[config.mk]
export PLATFORM = sky130hd
export DESIGN_NAME = segment_rect_clipper
export DESIGN_NICKNAME = d
export VERILOG_FILES = /design/src/hw/rtl/src_pkg.sv /design/src/hw/rtl/segment_rect_clipper.sv /design/src/hw/rtl/src_front.sv /design/src/hw/rtl/src_fifo.sv /design/src/hw/rtl/src_back.sv
export SDC_FILE = /design/constraint.sdc
export NUM_CORES = 2
export LEC_CHECK = 0
export BUFFER_PORTS_ARGS = -buffer_cell sky130_fd_sc_hd__buf_4
export CORE_AREA = 2 2 573 404
export CTS_CLUSTER_SIZE = 30
export DETAILED_ROUTE_END_ITERATION = 10
export DIE_AREA = 0 0 575 406
export PLACE_DENSITY_LB_ADDON = 0.1
export SETUP_SLACK_MARGIN = 0.02
export SLEW_MARGIN = 10
export SYNTH_ARGS = -nofsm -noshare
export SYNTH_HDL_FRONTEND = slang
export SYNTH_SLANG_ARGS = --single-unit
[constraint.sdc]
create_clock -name clock -period 19.94 [get_ports clock]
set_input_delay 2.991 -clock clock [delete_from_list [all_inputs] [get_ports clock]]
set_output_delay 2.991 -clock clock [all_outputs]
set_load 0.01 [all_outputs]
[src/hw/rtl/src_pkg.sv]
// Shared constants and types of the segment rectangle clipper.
`default_nettype none
package src_pkg;

   localparam int CSR_INDEX_BITS = 3;

   localparam logic [CSR_INDEX_BITS-1:0] CSR_RECT_X_MIN = 3'd0;
   localparam logic [CSR_INDEX_BITS-1:0] CSR_RECT_Y_MIN = 3'd1;
   localparam logic [CSR_INDEX_BITS-1:0] CSR_RECT_X_MAX = 3'd2;
   localparam logic [CSR_INDEX_BITS-1:0] CSR_RECT_Y_MAX = 3'd3;

   localparam int RECT_MIN_RESET = 0;
   localparam int RECT_MAX_RESET = 65536;

   typedef enum logic [1:0] {
      EDGE_LEFT   = 2'd0,
      EDGE_TOP    = 2'd1,
      EDGE_RIGHT  = 2'd2,
      EDGE_BOTTOM = 2'd3
   } edge_sel_type;

   typedef struct packed {
      logic x_min;
      logic y_min;
      logic x_max;
      logic y_max;
   } csr_hit_type;

endpackage
`default_nettype wire

[src/hw/rtl/segment_rect_clipper.sv]
// Top level of the segment rectangle clipper: rectangle registers and stage wiring.
//
//   channel  direction  handshake               payload
//   req      in         req_valid/req_ready     start_x start_y end_x end_y
//   rsp      out        rsp_valid/rsp_ready     kept clipped_start/end_x/y
//   csr      in         csr_valid/csr_ready     csr_index csr_data
//
// A segment wholly inside the rectangle skips the edge tests: the back stage takes it, then
// loads the result. Otherwise the back stage takes the segment, tests edge by edge, runs a
// serial multiply-divide (one step per cycle) and then the update for an edge that moves an
// end, and at last loads the result. The front takes a new segment every cycle until the
// two-entry queue and its own register are full. Synchronous reset clears control and
// loads the rectangle reset values; csr_ready is always high.
`default_nettype none
module segment_rect_clipper import src_pkg::*; #(
   parameter int COORD_BITS = 32
) (
   input  wire logic                         clock,
   input  wire logic                         reset,
   input  wire logic                         req_valid,
   output logic                              req_ready,
   input  wire logic signed [COORD_BITS-1:0] req_start_x,
   input  wire logic signed [COORD_BITS-1:0] req_start_y,
   input  wire logic signed [COORD_BITS-1:0] req_end_x,
   input  wire logic signed [COORD_BITS-1:0] req_end_y,
   output logic                              rsp_valid,
   input  wire logic                         rsp_ready,
   output logic                              rsp_kept,
   output logic signed [COORD_BITS-1:0]      rsp_clipped_start_x,
   output logic signed [COORD_BITS-1:0]      rsp_clipped_start_y,
   output logic signed [COORD_BITS-1:0]      rsp_clipped_end_x,
   output logic signed [COORD_BITS-1:0]      rsp_clipped_end_y,
   input  wire logic                         csr_valid,
   output logic                              csr_ready,
   input  wire logic [CSR_INDEX_BITS-1:0]    csr_index,
   input  wire logic [COORD_BITS-1:0]        csr_data
);

   localparam int QW = 4 * COORD_BITS + 1;

   logic signed [COORD_BITS-1:0] x_min_ff, y_min_ff, x_max_ff, y_max_ff;
   csr_hit_type                  hit;
   logic                         f_valid, f_ready, b_valid, b_ready;
   logic [QW-1:0]                f_data, b_data;

   assign csr_ready = 1'b1;

   always_comb begin
      hit.x_min = csr_valid && (csr_index == CSR_RECT_X_MIN);
      hit.y_min = csr_valid && (csr_index == CSR_RECT_Y_MIN);
      hit.x_max = csr_valid && (csr_index == CSR_RECT_X_MAX);
      hit.y_max = csr_valid && (csr_index == CSR_RECT_Y_MAX);
   end

   always_ff @(posedge clock) begin
      if (reset) begin
         x_min_ff <= COORD_BITS'(RECT_MIN_RESET);
         y_min_ff <= COORD_BITS'(RECT_MIN_RESET);
         x_max_ff <= COORD_BITS'(RECT_MAX_RESET);
         y_max_ff <= COORD_BITS'(RECT_MAX_RESET);
      end else begin
         if (hit.x_min) x_min_ff <= csr_data;
         if (hit.y_min) y_min_ff <= csr_data;
         if (hit.x_max) x_max_ff <= csr_data;
         if (hit.y_max) y_max_ff <= csr_data;
      end
   end

   src_front #(.COORD_BITS(COORD_BITS)) u_front (
      .clock(clock), .reset(reset),
      .req_valid(req_valid), .req_ready(req_ready),
      .req_start_x(req_start_x), .req_start_y(req_start_y),
      .req_end_x(req_end_x), .req_end_y(req_end_y),
      .rect_x_min(x_min_ff), .rect_y_min(y_min_ff),
      .rect_x_max(x_max_ff), .rect_y_max(y_max_ff),
      .push_valid(f_valid), .push_ready(f_ready), .push_data(f_data)
   );

   src_fifo #(.WIDTH(QW)) u_fifo (
      .clock(clock), .reset(reset),
      .push_valid(f_valid), .push_ready(f_ready), .push_data(f_data),
      .pop_valid(b_valid), .pop_ready(b_ready), .pop_data(b_data)
   );

   src_back #(.COORD_BITS(COORD_BITS)) u_back (
      .clock(clock), .reset(reset),
      .pop_valid(b_valid), .pop_ready(b_ready), .pop_data(b_data),
      .rect_x_min(x_min_ff), .rect_y_min(y_min_ff),
      .rect_x_max(x_max_ff), .rect_y_max(y_max_ff),
      .rsp_valid(rsp_valid), .rsp_ready(rsp_ready), .rsp_kept(rsp_kept),
      .rsp_clipped_start_x(rsp_clipped_start_x),
      .rsp_clipped_start_y(rsp_clipped_start_y),
      .rsp_clipped_end_x(rsp_clipped_end_x),
      .rsp_clipped_end_y(rsp_clipped_end_y)
   );

endmodule
`default_nettype wire

[src/hw/rtl/src_front.sv]
// Front stage: accepts a segment and flags one that lies wholly inside the rectangle.
`default_nettype none
module src_front import src_pkg::*; #(
   parameter int COORD_BITS = 32
) (
   input  wire logic                       clock,
   input  wire logic                       reset,
   input  wire logic                       req_valid,
   output logic                            req_ready,
   input  wire logic signed [COORD_BITS-1:0] req_start_x,
   input  wire logic signed [COORD_BITS-1:0] req_start_y,
   input  wire logic signed [COORD_BITS-1:0] req_end_x,
   input  wire logic signed [COORD_BITS-1:0] req_end_y,
   input  wire logic signed [COORD_BITS-1:0] rect_x_min,
   input  wire logic signed [COORD_BITS-1:0] rect_y_min,
   input  wire logic signed [COORD_BITS-1:0] rect_x_max,
   input  wire logic signed [COORD_BITS-1:0] rect_y_max,
   output logic                            push_valid,
   input  wire logic                       push_ready,
   output logic [4*COORD_BITS:0]           push_data
);

   logic                  valid_ff, valid_in;
   logic [4*COORD_BITS:0] data_ff;
   logic                  all_in;

   always_comb begin
      all_in = (req_start_x >= rect_x_min) && (req_start_x <= rect_x_max) &&
               (req_end_x   >= rect_x_min) && (req_end_x   <= rect_x_max) &&
               (req_start_y >= rect_y_min) && (req_start_y <= rect_y_max) &&
               (req_end_y   >= rect_y_min) && (req_end_y   <= rect_y_max);
   end

   assign req_ready  = !valid_ff || push_ready;
   assign push_valid = valid_ff;
   assign push_data  = data_ff;

   always_comb begin
      valid_in = valid_ff;
      if (push_ready) begin
         valid_in = 1'b0;
      end
      if (req_valid && req_ready) begin
         valid_in = 1'b1;
      end
   end

   always_ff @(posedge clock) begin
      if (reset) begin
         valid_ff <= 1'b0;
      end else begin
         valid_ff <= valid_in;
      end
      if (req_valid && req_ready) begin
         data_ff <= {all_in, req_start_x, req_start_y, req_end_x, req_end_y};
      end
   end

endmodule
`default_nettype wire

[src/hw/rtl/src_fifo.sv]
// Two-entry queue between the front and back stages.
`default_nettype none
module src_fifo import src_pkg::*; #(
   parameter int WIDTH = 129
) (
   input  wire logic             clock,
   input  wire logic             reset,
   input  wire logic             push_valid,
   output logic                  push_ready,
   input  wire logic [WIDTH-1:0] push_data,
   output logic                  pop_valid,
   input  wire logic             pop_ready,
   output logic [WIDTH-1:0]      pop_data
);

   logic [WIDTH-1:0] mem [2];
   logic             wr_ptr_ff, rd_ptr_ff;
   logic [1:0]       count_ff, count_in;
   logic             do_push, do_pop;

   assign push_ready = (count_ff != 2'd2);
   assign pop_valid  = (count_ff != 2'd0);
   assign pop_data   = mem[rd_ptr_ff];
   assign do_push    = push_valid && push_ready;
   assign do_pop     = pop_valid && pop_ready;

   always_comb begin
      count_in = count_ff;
      unique case ({do_push, do_pop})
         2'b10:   count_in = count_ff + 2'd1;
         2'b01:   count_in = count_ff - 2'd1;
         default: count_in = count_ff;
      endcase
   end

   always_ff @(posedge clock) begin
      if (reset) begin
         wr_ptr_ff <= 1'b0;
         rd_ptr_ff <= 1'b0;
         count_ff  <= 2'd0;
      end else begin
         count_ff <= count_in;
         if (do_push) begin
            wr_ptr_ff <= !wr_ptr_ff;
         end
         if (do_pop) begin
            rd_ptr_ff <= !rd_ptr_ff;
         end
      end
      if (do_push) begin
         mem[wr_ptr_ff] <= push_data;
      end
   end

endmodule
`default_nettype wire

[src/hw/rtl/src_back.sv]
// Back stage: clips edge by edge with a serial multiply-divide and holds the result.
`default_nettype none
module src_back import src_pkg::*; #(
   parameter int COORD_BITS = 32
) (
   input  wire logic                         clock,
   input  wire logic                         reset,
   input  wire logic                         pop_valid,
   output logic                              pop_ready,
   input  wire logic [4*COORD_BITS:0]        pop_data,
   input  wire logic signed [COORD_BITS-1:0] rect_x_min,
   input  wire logic signed [COORD_BITS-1:0] rect_y_min,
   input  wire logic signed [COORD_BITS-1:0] rect_x_max,
   input  wire logic signed [COORD_BITS-1:0] rect_y_max,
   output logic                              rsp_valid,
   input  wire logic                         rsp_ready,
   output logic                              rsp_kept,
   output logic signed [COORD_BITS-1:0]      rsp_clipped_start_x,
   output logic signed [COORD_BITS-1:0]      rsp_clipped_start_y,
   output logic signed [COORD_BITS-1:0]      rsp_clipped_end_x,
   output logic signed [COORD_BITS-1:0]      rsp_clipped_end_y
);

   localparam int W  = COORD_BITS;
   localparam int CW = $clog2(W + 2);

   typedef enum logic [4:0] {
      ST_IDLE = 5'b00001,
      ST_EVAL = 5'b00010,
      ST_DIV  = 5'b00100,
      ST_FIN  = 5'b01000,
      ST_DONE = 5'b10000
   } state_type;

   state_type           state_ff;
   edge_sel_type        edge_ff;
   logic                kept_ff;
   logic signed [W-1:0] p0x_ff, p0y_ff, p1x_ff, p1y_ff;
   logic                outside_ff, neg_ff;
   logic signed [W-1:0] base_ff;
   logic [W:0]          a_ff, b_ff, d_ff, rem_ff;
   logic [W+2:0]        q_ff;
   logic [CW-1:0]       cnt_ff;

   logic                rsp_valid_ff, rsp_valid_in, rsp_kept_ff;
   logic signed [W-1:0] rsp_sx_ff, rsp_sy_ff, rsp_ex_ff, rsp_ey_ff;

   logic                ax;
   logic signed [W-1:0] bound, c0, c1, o0, o1;
   logic signed [W:0]   r0, r1, rin, rout, delta;
   logic [W:0]          mag, neg_rin;
   logic [W+1:0]        span;
   logic [W+2:0]        t0, t1, t2;
   logic [1:0]          digit;
   logic [W:0]          rem_next;
   logic [W+2:0]        off;
   logic signed [W+3:0] moved;
   logic                out_free;
   logic                last_edge;

   assign ax        = edge_ff[0];
   assign last_edge = (edge_ff == EDGE_BOTTOM);
   assign out_free  = !rsp_valid_ff || rsp_ready;
   assign pop_ready = (state_ff == ST_IDLE);

   always_comb begin
      unique case (edge_ff)
         EDGE_LEFT:   bound = rect_x_min;
         EDGE_TOP:    bound = rect_y_max;
         EDGE_RIGHT:  bound = rect_x_max;
         EDGE_BOTTOM: bound = rect_y_min;
         default:     bound = rect_x_min;
      endcase
      c0 = ax ? p0y_ff : p0x_ff;
      c1 = ax ? p1y_ff : p1x_ff;
      o0 = ax ? p0x_ff : p0y_ff;
      o1 = ax ? p1x_ff : p1y_ff;
      if (edge_ff == EDGE_TOP || edge_ff == EDGE_RIGHT) begin
         r0 = (W+1)'(c0) - (W+1)'(bound);
         r1 = (W+1)'(c1) - (W+1)'(bound);
      end else begin
         r0 = (W+1)'(bound) - (W+1)'(c0);
         r1 = (W+1)'(bound) - (W+1)'(c1);
      end
      rin     = (r0 < 0) ? r0 : r1;
      rout    = (r0 < 0) ? r1 : r0;
      delta   = (r0 < 0) ? ((W+1)'(o1) - (W+1)'(o0)) : ((W+1)'(o0) - (W+1)'(o1));
      mag     = delta[W] ? (W+1)'(-delta) : (W+1)'(delta);
      neg_rin = (W+1)'(-rin);
      span    = (W+2)'(rout) - (W+2)'(rin);
   end

   always_comb begin
      t0 = {1'b0, rem_ff, 1'b0} + (a_ff[W] ? (W+3)'(b_ff) : '0);
      t1 = t0 - (W+3)'(d_ff);
      t2 = t0 - {1'b0, d_ff, 1'b0};
      if (t0 >= {1'b0, d_ff, 1'b0}) begin
         digit    = 2'd2;
         rem_next = t2[W:0];
      end else if (t0 >= (W+3)'(d_ff)) begin
         digit    = 2'd1;
         rem_next = t1[W:0];
      end else begin
         digit    = 2'd0;
         rem_next = t0[W:0];
      end
      off   = q_ff + (({1'b0, rem_ff, 1'b0} >= (W+3)'(d_ff)) ? (W+3)'(1) : '0);
      moved = neg_ff ? ((W+4)'(base_ff) - (W+4)'(off)) : ((W+4)'(base_ff) + (W+4)'(off));
   end

   always_comb begin
      rsp_valid_in = rsp_valid_ff;
      if (rsp_ready) begin
         rsp_valid_in = 1'b0;
      end
      if (state_ff == ST_DONE && out_free) begin
         rsp_valid_in = 1'b1;
      end
   end

   always_ff @(posedge clock) begin
      if (reset) begin
         state_ff     <= ST_IDLE;
         rsp_valid_ff <= 1'b0;
      end else begin
         rsp_valid_ff <= rsp_valid_in;
         unique case (state_ff)
            ST_IDLE: begin
               if (pop_valid) begin
                  {p0x_ff, p0y_ff, p1x_ff, p1y_ff} <= pop_data[4*W-1:0];
                  kept_ff  <= 1'b1;
                  edge_ff  <= EDGE_LEFT;
                  state_ff <= pop_data[4*W] ? ST_DONE : ST_EVAL;
               end
            end
            ST_EVAL: begin
               if (r0 <= 0 && r1 <= 0) begin
                  if (last_edge) begin
                     state_ff <= ST_DONE;
                  end else begin
                     edge_ff <= edge_sel_type'(edge_ff + 2'd1);
                  end
               end else if ((r0 < 0 && r1 > 0) || (r0 > 0 && r1 < 0)) begin
                  outside_ff <= (r0 < 0);
                  base_ff    <= (r0 < 0) ? o0 : o1;
                  neg_ff     <= delta[W];
                  a_ff       <= mag;
                  b_ff       <= neg_rin;
                  d_ff       <= span[W:0];
                  rem_ff     <= '0;
                  q_ff       <= '0;
                  cnt_ff     <= CW'(W + 1);
                  if (r0 < 0) begin
                     if (ax) p1y_ff <= bound; else p1x_ff <= bound;
                  end else begin
                     if (ax) p0y_ff <= bound; else p0x_ff <= bound;
                  end
                  state_ff <= ST_DIV;
               end else begin
                  kept_ff  <= 1'b0;
                  state_ff <= ST_DONE;
               end
            end
            ST_DIV: begin
               a_ff   <= {a_ff[W-1:0], 1'b0};
               rem_ff <= rem_next;
               q_ff   <= {q_ff[W+1:0], 1'b0} + (W+3)'(digit);
               cnt_ff <= cnt_ff - CW'(1);
               if (cnt_ff == CW'(1)) begin
                  state_ff <= ST_FIN;
               end
            end
            ST_FIN: begin
               if (outside_ff) begin
                  if (ax) p1x_ff <= moved[W-1:0]; else p1y_ff <= moved[W-1:0];
               end else begin
                  if (ax) p0x_ff <= moved[W-1:0]; else p0y_ff <= moved[W-1:0];
               end
               if (last_edge) begin
                  state_ff <= ST_DONE;
               end else begin
                  edge_ff  <= edge_sel_type'(edge_ff + 2'd1);
                  state_ff <= ST_EVAL;
               end
            end
            ST_DONE: begin
               if (out_free) begin
                  rsp_kept_ff  <= kept_ff;
                  rsp_sx_ff    <= kept_ff ? p0x_ff : '0;
                  rsp_sy_ff    <= kept_ff ? p0y_ff : '0;
                  rsp_ex_ff    <= kept_ff ? p1x_ff : '0;
                  rsp_ey_ff    <= kept_ff ? p1y_ff : '0;
                  state_ff     <= ST_IDLE;
               end
            end
            default: state_ff <= ST_IDLE;
         endcase
      end
   end

   assign rsp_valid           = rsp_valid_ff;
   assign rsp_kept            = rsp_kept_ff;
   assign rsp_clipped_start_x = rsp_sx_ff;
   assign rsp_clipped_start_y = rsp_sy_ff;
   assign rsp_clipped_end_x   = rsp_ex_ff;
   assign rsp_clipped_end_y   = rsp_ey_ff;

endmodule
`default_nettype wire

Word level (Yosys, flattened, before mapping)

Memories as Yosys holds them, arrays and structs flattened. A register that Yosys moved wholly into a read port is not among the register bits.
Index checks and enable logic that the tools add are counted.

$add $sub $neg: 20
Magnitude comparators: 17
Eq/ne operators: 31
Mux-type cells: 85
Bitwise gates (word level): 2
Reduce and logical (&&, ||, !) cells: 45

Operator list:

| cell                | number |
|---|---|
| $mux 32             | 32 |
| $mux 33             | 13 |
| $pmux 32 s3         | 4 |
| $sub 32x32->33      | 6 |
| $pmux 33 s2         | 2 |
| $ge 32x32->1        | 4 |
| $le 32x32->1        | 4 |
| $pmux 32 s4         | 1 |
| $sub 33x33->33      | 3 |
| $gt 33x1->1 const B | 2 |
| $le 33x1->1 const B | 2 |
| $lt 33x1->1 const B | 2 |
| $neg 33->33         | 2 |
| $pmux 32 s2         | 1 |
| $mux 5              | 8 |
| $reduce_and 9->1    | 4 |
| $add 34x33->35      | 1 |
| $ge 35x33->1        | 1 |
| $ge 35x34->1        | 1 |
| $ge 34x33->1        | 1 |
| $add 32x1->32       | 1 |
| $add 32x2->32       | 1 |
| $add 32x32->32      | 1 |
| $sub 32x32->32      | 1 |
| 35 further kinds    | 102 |

Bits in registers: 732
Bits in writable memories: 258
Word-level logic and storage cells: 232
Memories: 1

Memory list:

| memory     | depth | width | rd ports | clocked after memory_dff | wr ports | line           | source |
|---|---|---|---|---|---|---|---|
| u_fifo.mem | 2     | 129   | 1        | 1                        | 1        | src_fifo.sv:16 | `logic [WIDTH-1:0] mem [2];` |

Depth between registers and ports, before layout

Depth after elaboration: 11
Gate-level depth with buffers: 41
Depth with buffers taken out: 37

Cells and area by module

From an unflattened synthesis, not the netlist that was laid out.

Cell total of the unflattened synthesis: 6951
Area, all modules: 69417.8 µm²

By module, submodules not included:

| module               | instances | cells an instance | area each (µm²) | seq. area each (µm²) |
|---|---|---|---|---|
| src_back             | 1         | 5151              | 44875.5         | 14053.5 |
| src_front            | 1         | 917               | 9944.5          | 3893.7 |
| src_fifo             | 1         | 425               | 9520.4          | 7847.5 |
| segment_rect_clipper | 1         | 458               | 5077.4          | 2562.5 |

Worst setup path after synthesis

No wires, ideal clock.

Path type: register to register
Start point: register u_back.edge_ff[0]
End point: register u_back.a_ff[0], enable pin
Data arrival time: 13.419 ns
Setup slack: 5.800 ns
Stages on the path, launching flop included: 25
Path buffers: 10
Cell sequence: edfxtp_1 clkbuf_1 clkbuf_1 buf_1 inv_1 ha_1 clkbuf_1 clkbuf_1 mux2i_1 inv_1 fa_1 nor2b_1 o31a_1 o211ai_1 a221oi_2 a211o_1 buf_6 nand2_1 buf_2 buf_2 buf_1 clkbuf_1 a21oi_1 a221oi_1 a211oi_1

Cells in the longest elaborated chain, start to end: 9
Elaborated cells on any way between the ends: 27
Classes of those cells: add/sub: 4; order compare: 6; eq/ne: 5; mux: 5; reduce/logical: 7

RTL lines:

| element                                    | line            | source |
|---|---|---|
| from (decl)                                | src_back.sv:36  | `edge_sel_type edge_ff;` |
| from (signal assigned)                     | src_back.sv:141 | `edge_ff <= edge_sel_type'(edge_ff + 2'd1);` |
| from (signal assigned)                     | src_back.sv:182 | `edge_ff <= edge_sel_type'(edge_ff + 2'd1);` |
| $eq 2x2->1 (tied with other cells)         | src_back.sv:67  | `unique case (edge_ff)` |
| $pmux 32 s4                                | src_back.sv:67  |  |
| $sub 32x32->33 (on tied branches)          | n/a             |  |
| $mux 33                                    | src_back.sv:78  | `if (edge_ff == EDGE_TOP \|\| edge_ff == EDGE_RIGHT) begin` |
| $lt 33x1->1 or $gt 33x1->1 (tied branches) | src_back.sv:143 | `end else if ((r0 < 0 && r1 > 0) \|\| (r0 > 0 && r1 < 0)) begin` |
| $logic_and 1x1->1                          | src_back.sv:143 |  |
| $logic_or 1x1->1                           | src_back.sv:143 |  |
| $ne 2x1->1 (no source line)                | n/a             |  |
| $reduce_and 4->1 (no source line) (*)      | n/a             |  |
| to (signal assigned)                       | src_back.sv:147 | `a_ff <= mag;` |
| to (signal assigned)                       | src_back.sv:165 | `a_ff <= {a_ff[W-1:0], 1'b0};` |
| to (decl)                                  | src_back.sv:41  | `logic [W:0] a_ff, b_ff, d_ff, rem_ff;` |

Mark *: on every way between the ends. The rest lies on a longest branch, timed or not.
A chain may end at the register's enable or synchronous reset.

Final worst setup path

Start point: register u_back.edge_ff[0]
End point: register u_back.d_ff[29] (data pin)

Cells in the longest elaborated chain, start to end: 7
Elaborated cells on any way between the ends: 18
Classes of those cells: add/sub: 5; order compare: 1; eq/ne: 3; mux: 7; reduce/logical: 2

RTL lines:

| element                            | line                           | source |
|---|---|---|
| $eq 2x2->1 (tied with other cells) | src_back.sv:67                 |  |
| $pmux 32 s4                        | src_back.sv:67                 |  |
| $sub 32x32->33 (on tied branches)  | src_back.sv:82, src_back.sv:79 |  |
| $mux 33                            | src_back.sv:78                 |  |
| $lt 33x1->1                        | src_back.sv:85, src_back.sv:86 |  |
| $mux 33 (on tied branches)         | src_back.sv:86, src_back.sv:85 |  |
| $sub 33x33->33 (*)                 | src_back.sv:90                 | `span = (W+2)'(rout) - (W+2)'(rin);` |
| via u_back.span[29]                | src_back.sv:52                 | `logic [W+1:0] span;` |
| to (signal assigned)               | src_back.sv:149                | `d_ff <= span[W:0];` |
| to (decl)                          | src_back.sv:41                 |  |

The timed path passes the listed nets; every way through them passes the cells marked *.

==> results.cfg <==
[setup_path]
arrival_ps = 11710
endpoint_kind = register
worst-setup-path-type = register to register
cp-start-kind = register
critPathRequiredTime_ps = 20460
worst-path-max-fanout = 46
reg2reg_depth = 27

[synth]
post-synth-top-count-cell = edfxtp_1
synth.cell_area_um2 = 68150
syn_area_per_cell_um2 = 9.808
synth_seq_area_share_pct = 41.61
ys.flop_type = edfxtp_1
synth.top_cell.area_share_pct = 37.50
synth_edf_count = 851
yosysWarnings = 0
synthesis.instances = 6949
synth_fp_nets = 7785
ys_types = 102
ys_top_cells_by_area = edfxtp_1 37%, ha_1 12%, mux2i_1 4.7%
synth_common_cells = 851 x edfxtp_1, 657 x ha_1, 602 x a21oi_1
synth_top_area_cell = edfxtp_1
synthArstFlopShare_pct = 0
synth_seq_cells = 991

[layout]
final_nets = 7964
fill_cells = 23320
area_growth_pct = 13.70
fin_util_pct = 33.98
drive_above_1_share_pct = 9.530

[clock_network]
post_cts_buffers = 0
cts-root-buf = clkbuf_16
clk_latency_ps = 790
htreeDepth = 3
cts_tree = yes
cts_resized = 0
clk_pin_slew_ps = 70
tritoncts.num_buffers = 104
clock-sinks = 991
cts_max_path_buffers = 3
cts_hold_buf = 0

[sta]
post-route-period-util_pct = 56.12
tightest_slew_ps = 1350
fin_tns_setup_ps = 0
fmax_ghz = 0.08936
finalClockSkew_ps = 89.23
final-hold-violation-count = 0
drv_slew = 0
finalSetupViolations = 0
slew_headroom_pct = 9.054
rsz0062_at_grt = false
finalCriticalPeriod_ps = 11190

[floorplan]
core_um2 = 228100
fp-row-count = 147
die_h_um = 406
die_w_um = 575
ios = 300
start_util_pct = 29.88
fp.dieArea_um2 = 233500

[power]
leakagePower_nw = 29.13
power_density_nw_per_um2 = 167.3
finalPower_mw = 12.96
vdd_ir_drop_max_uv = 118.6

[global_route]
grt_pass1_vias = 52320
grt-ovfl-total = 0
globalRouteTotalUtil_pct = 24.38
grt_first_pass_wirelength_um = 407600
grt_max_degree = 81
antenna_found_initial = 18

[drt]
dr.pass1.iters = 11
drc = 2
drt-initial-drc-count = 6462
wl_um = 293000
ant_nets = 0
vias_per_cell = 5.471
via_count = 56230
wl_per_cell_um = 28.51

[placement]
port_buffers = 298
place_hpwl_um = 237700
place_congestion = 0.9535

[run]
cap_viol_max_count = 0

[run_status]
outcome = finished with violations
violations = design-rule violations

[worst_hold_path]
hp-class = register to register
hold_depth = 0
## registers in the layout, indices dropped and copies added, names as in the netlist, 33 cells and up, named ones only
name	count
u_back.d_ff	33
u_back.rem_ff	33
u_back.b_ff	33
u_front.push_data	129
u_back.a_ff	33
u_fifo.mem	258
## cells in the final DEF (no fill, tap or decap), types with 33 or more instances in the layout
master,count
dfxtp_1,139
edfxtp_1,851
o21ai_0,440
mux2_2,34
a222oi_1,33
a31oi_1,51
nand4_1,145
a21o_1,220
a22oi_1,36
nand2_1,577
nand2b_1,53
a211oi_1,57
or3_1,53
and2_1,209
o211ai_1,49
nand3_1,117
o21a_1,119
inv_1,428
ha_1,655
clkbuf_16,105
a21oi_1,602
nor2b_1,70
and3_1,53
o31ai_1,36
nor2_1,351
buf_4,387
nor3_1,110
xnor2_1,209
xor2_1,124
mux2i_1,322
## worst max-delay path, cell delays in order (launching register included)
cell and delay, ps:
edfxtp_1 880, ha_1 400, buf_4 440, a222oi_1 140, mux2i_1 700, inv_1 330, fa_1 530, nor2b_1 160
o31a_1 350, o211ai_1 290, a221oi_2 780, a211o_1 230, buf_4 410, nand2_4 390, inv_2 360, buf_4 590
mux2_2 460, ha_1 360, and3_1 260, nor3_1 80, nor2_1 180, a41oi_1 220, o21ai_0 450, a41oi_1 270
a2111oi_0 820, nor3b_1 240, or3_1 390, o311ai_0 80
## area by class of cell
type                       count  area [um^2]  area share (%)
tap                         3054         3821           4.931
multi-input combinational   5214        37080           47.85
inverter                     430         1614           2.083
clock buffer                 124         2729           3.521
clock inverter                73        968.4           1.250
antenna                        4        10.01         0.01292
sequential                   991        28360           36.60
timing repair buffer         387         2905           3.749
## power breakdown
group / total (mW) / internal (mW) / switching (mW)
clock network: 2.15 / 1.20 / 0.946
registers: 3.05 / 2.84 / 0.211
logic: 7.76 / 2.65 / 5.11
total: 13.0 / 6.69 / 6.27
## stage by stage
step	hold slack, ps	cells	setup WS (ps)	instance area (um^2)
after floorplan	421.5	6949	5800	68150
after global placement	421.6	10080	9094	73780
after detailed placement	429.6	10080	8851	73780
after CTS	438.9	10270	8778	77480
after global routing	443.4	10280	7921	77490
final	431.9	10280	8750	77490
## worst paths after layout
check                        startpoint           endpoint  slack, ps
setup / recovery      u_back.edge_ff[0]    u_back.d_ff[29]       8750
hold / removal    u_front.push_data[17]  u_fifo.mem[1][17]        430
setup reg to reg      u_back.edge_ff[0]    u_back.d_ff[29]       8750
hold reg to reg   u_front.push_data[17]  u_fifo.mem[1][17]        430
## layer usage
metal	vias up	GRT usage (%)	share of wire (%)
li1	26090	-	-
met1	27870	38.13	51
met2	2048	34.72	40
met3	217	4.714	7.5
met4	2	3.415	1.4
met5	-	0	0.0068
## cells by family (layout without fill, tap and decap cells)
family                     count (synthesis)  in the layout  share of synthesized area, %
AOI/OAI and AO/OA                       1955           1955                         18.21
and+or+nand+nor                         1899           1899                         13.90
DFF                                      991            991                         41.61
buffers and inverters                    744           1014                         4.250
adders and majority gates                668            668                         12.38
muxes                                    358            358                         5.357
xor gates and xnor gates                 333            333                         4.279
other                                      1              5                      0.005502
No activity file was read; power rests on OpenSTA's default activity.
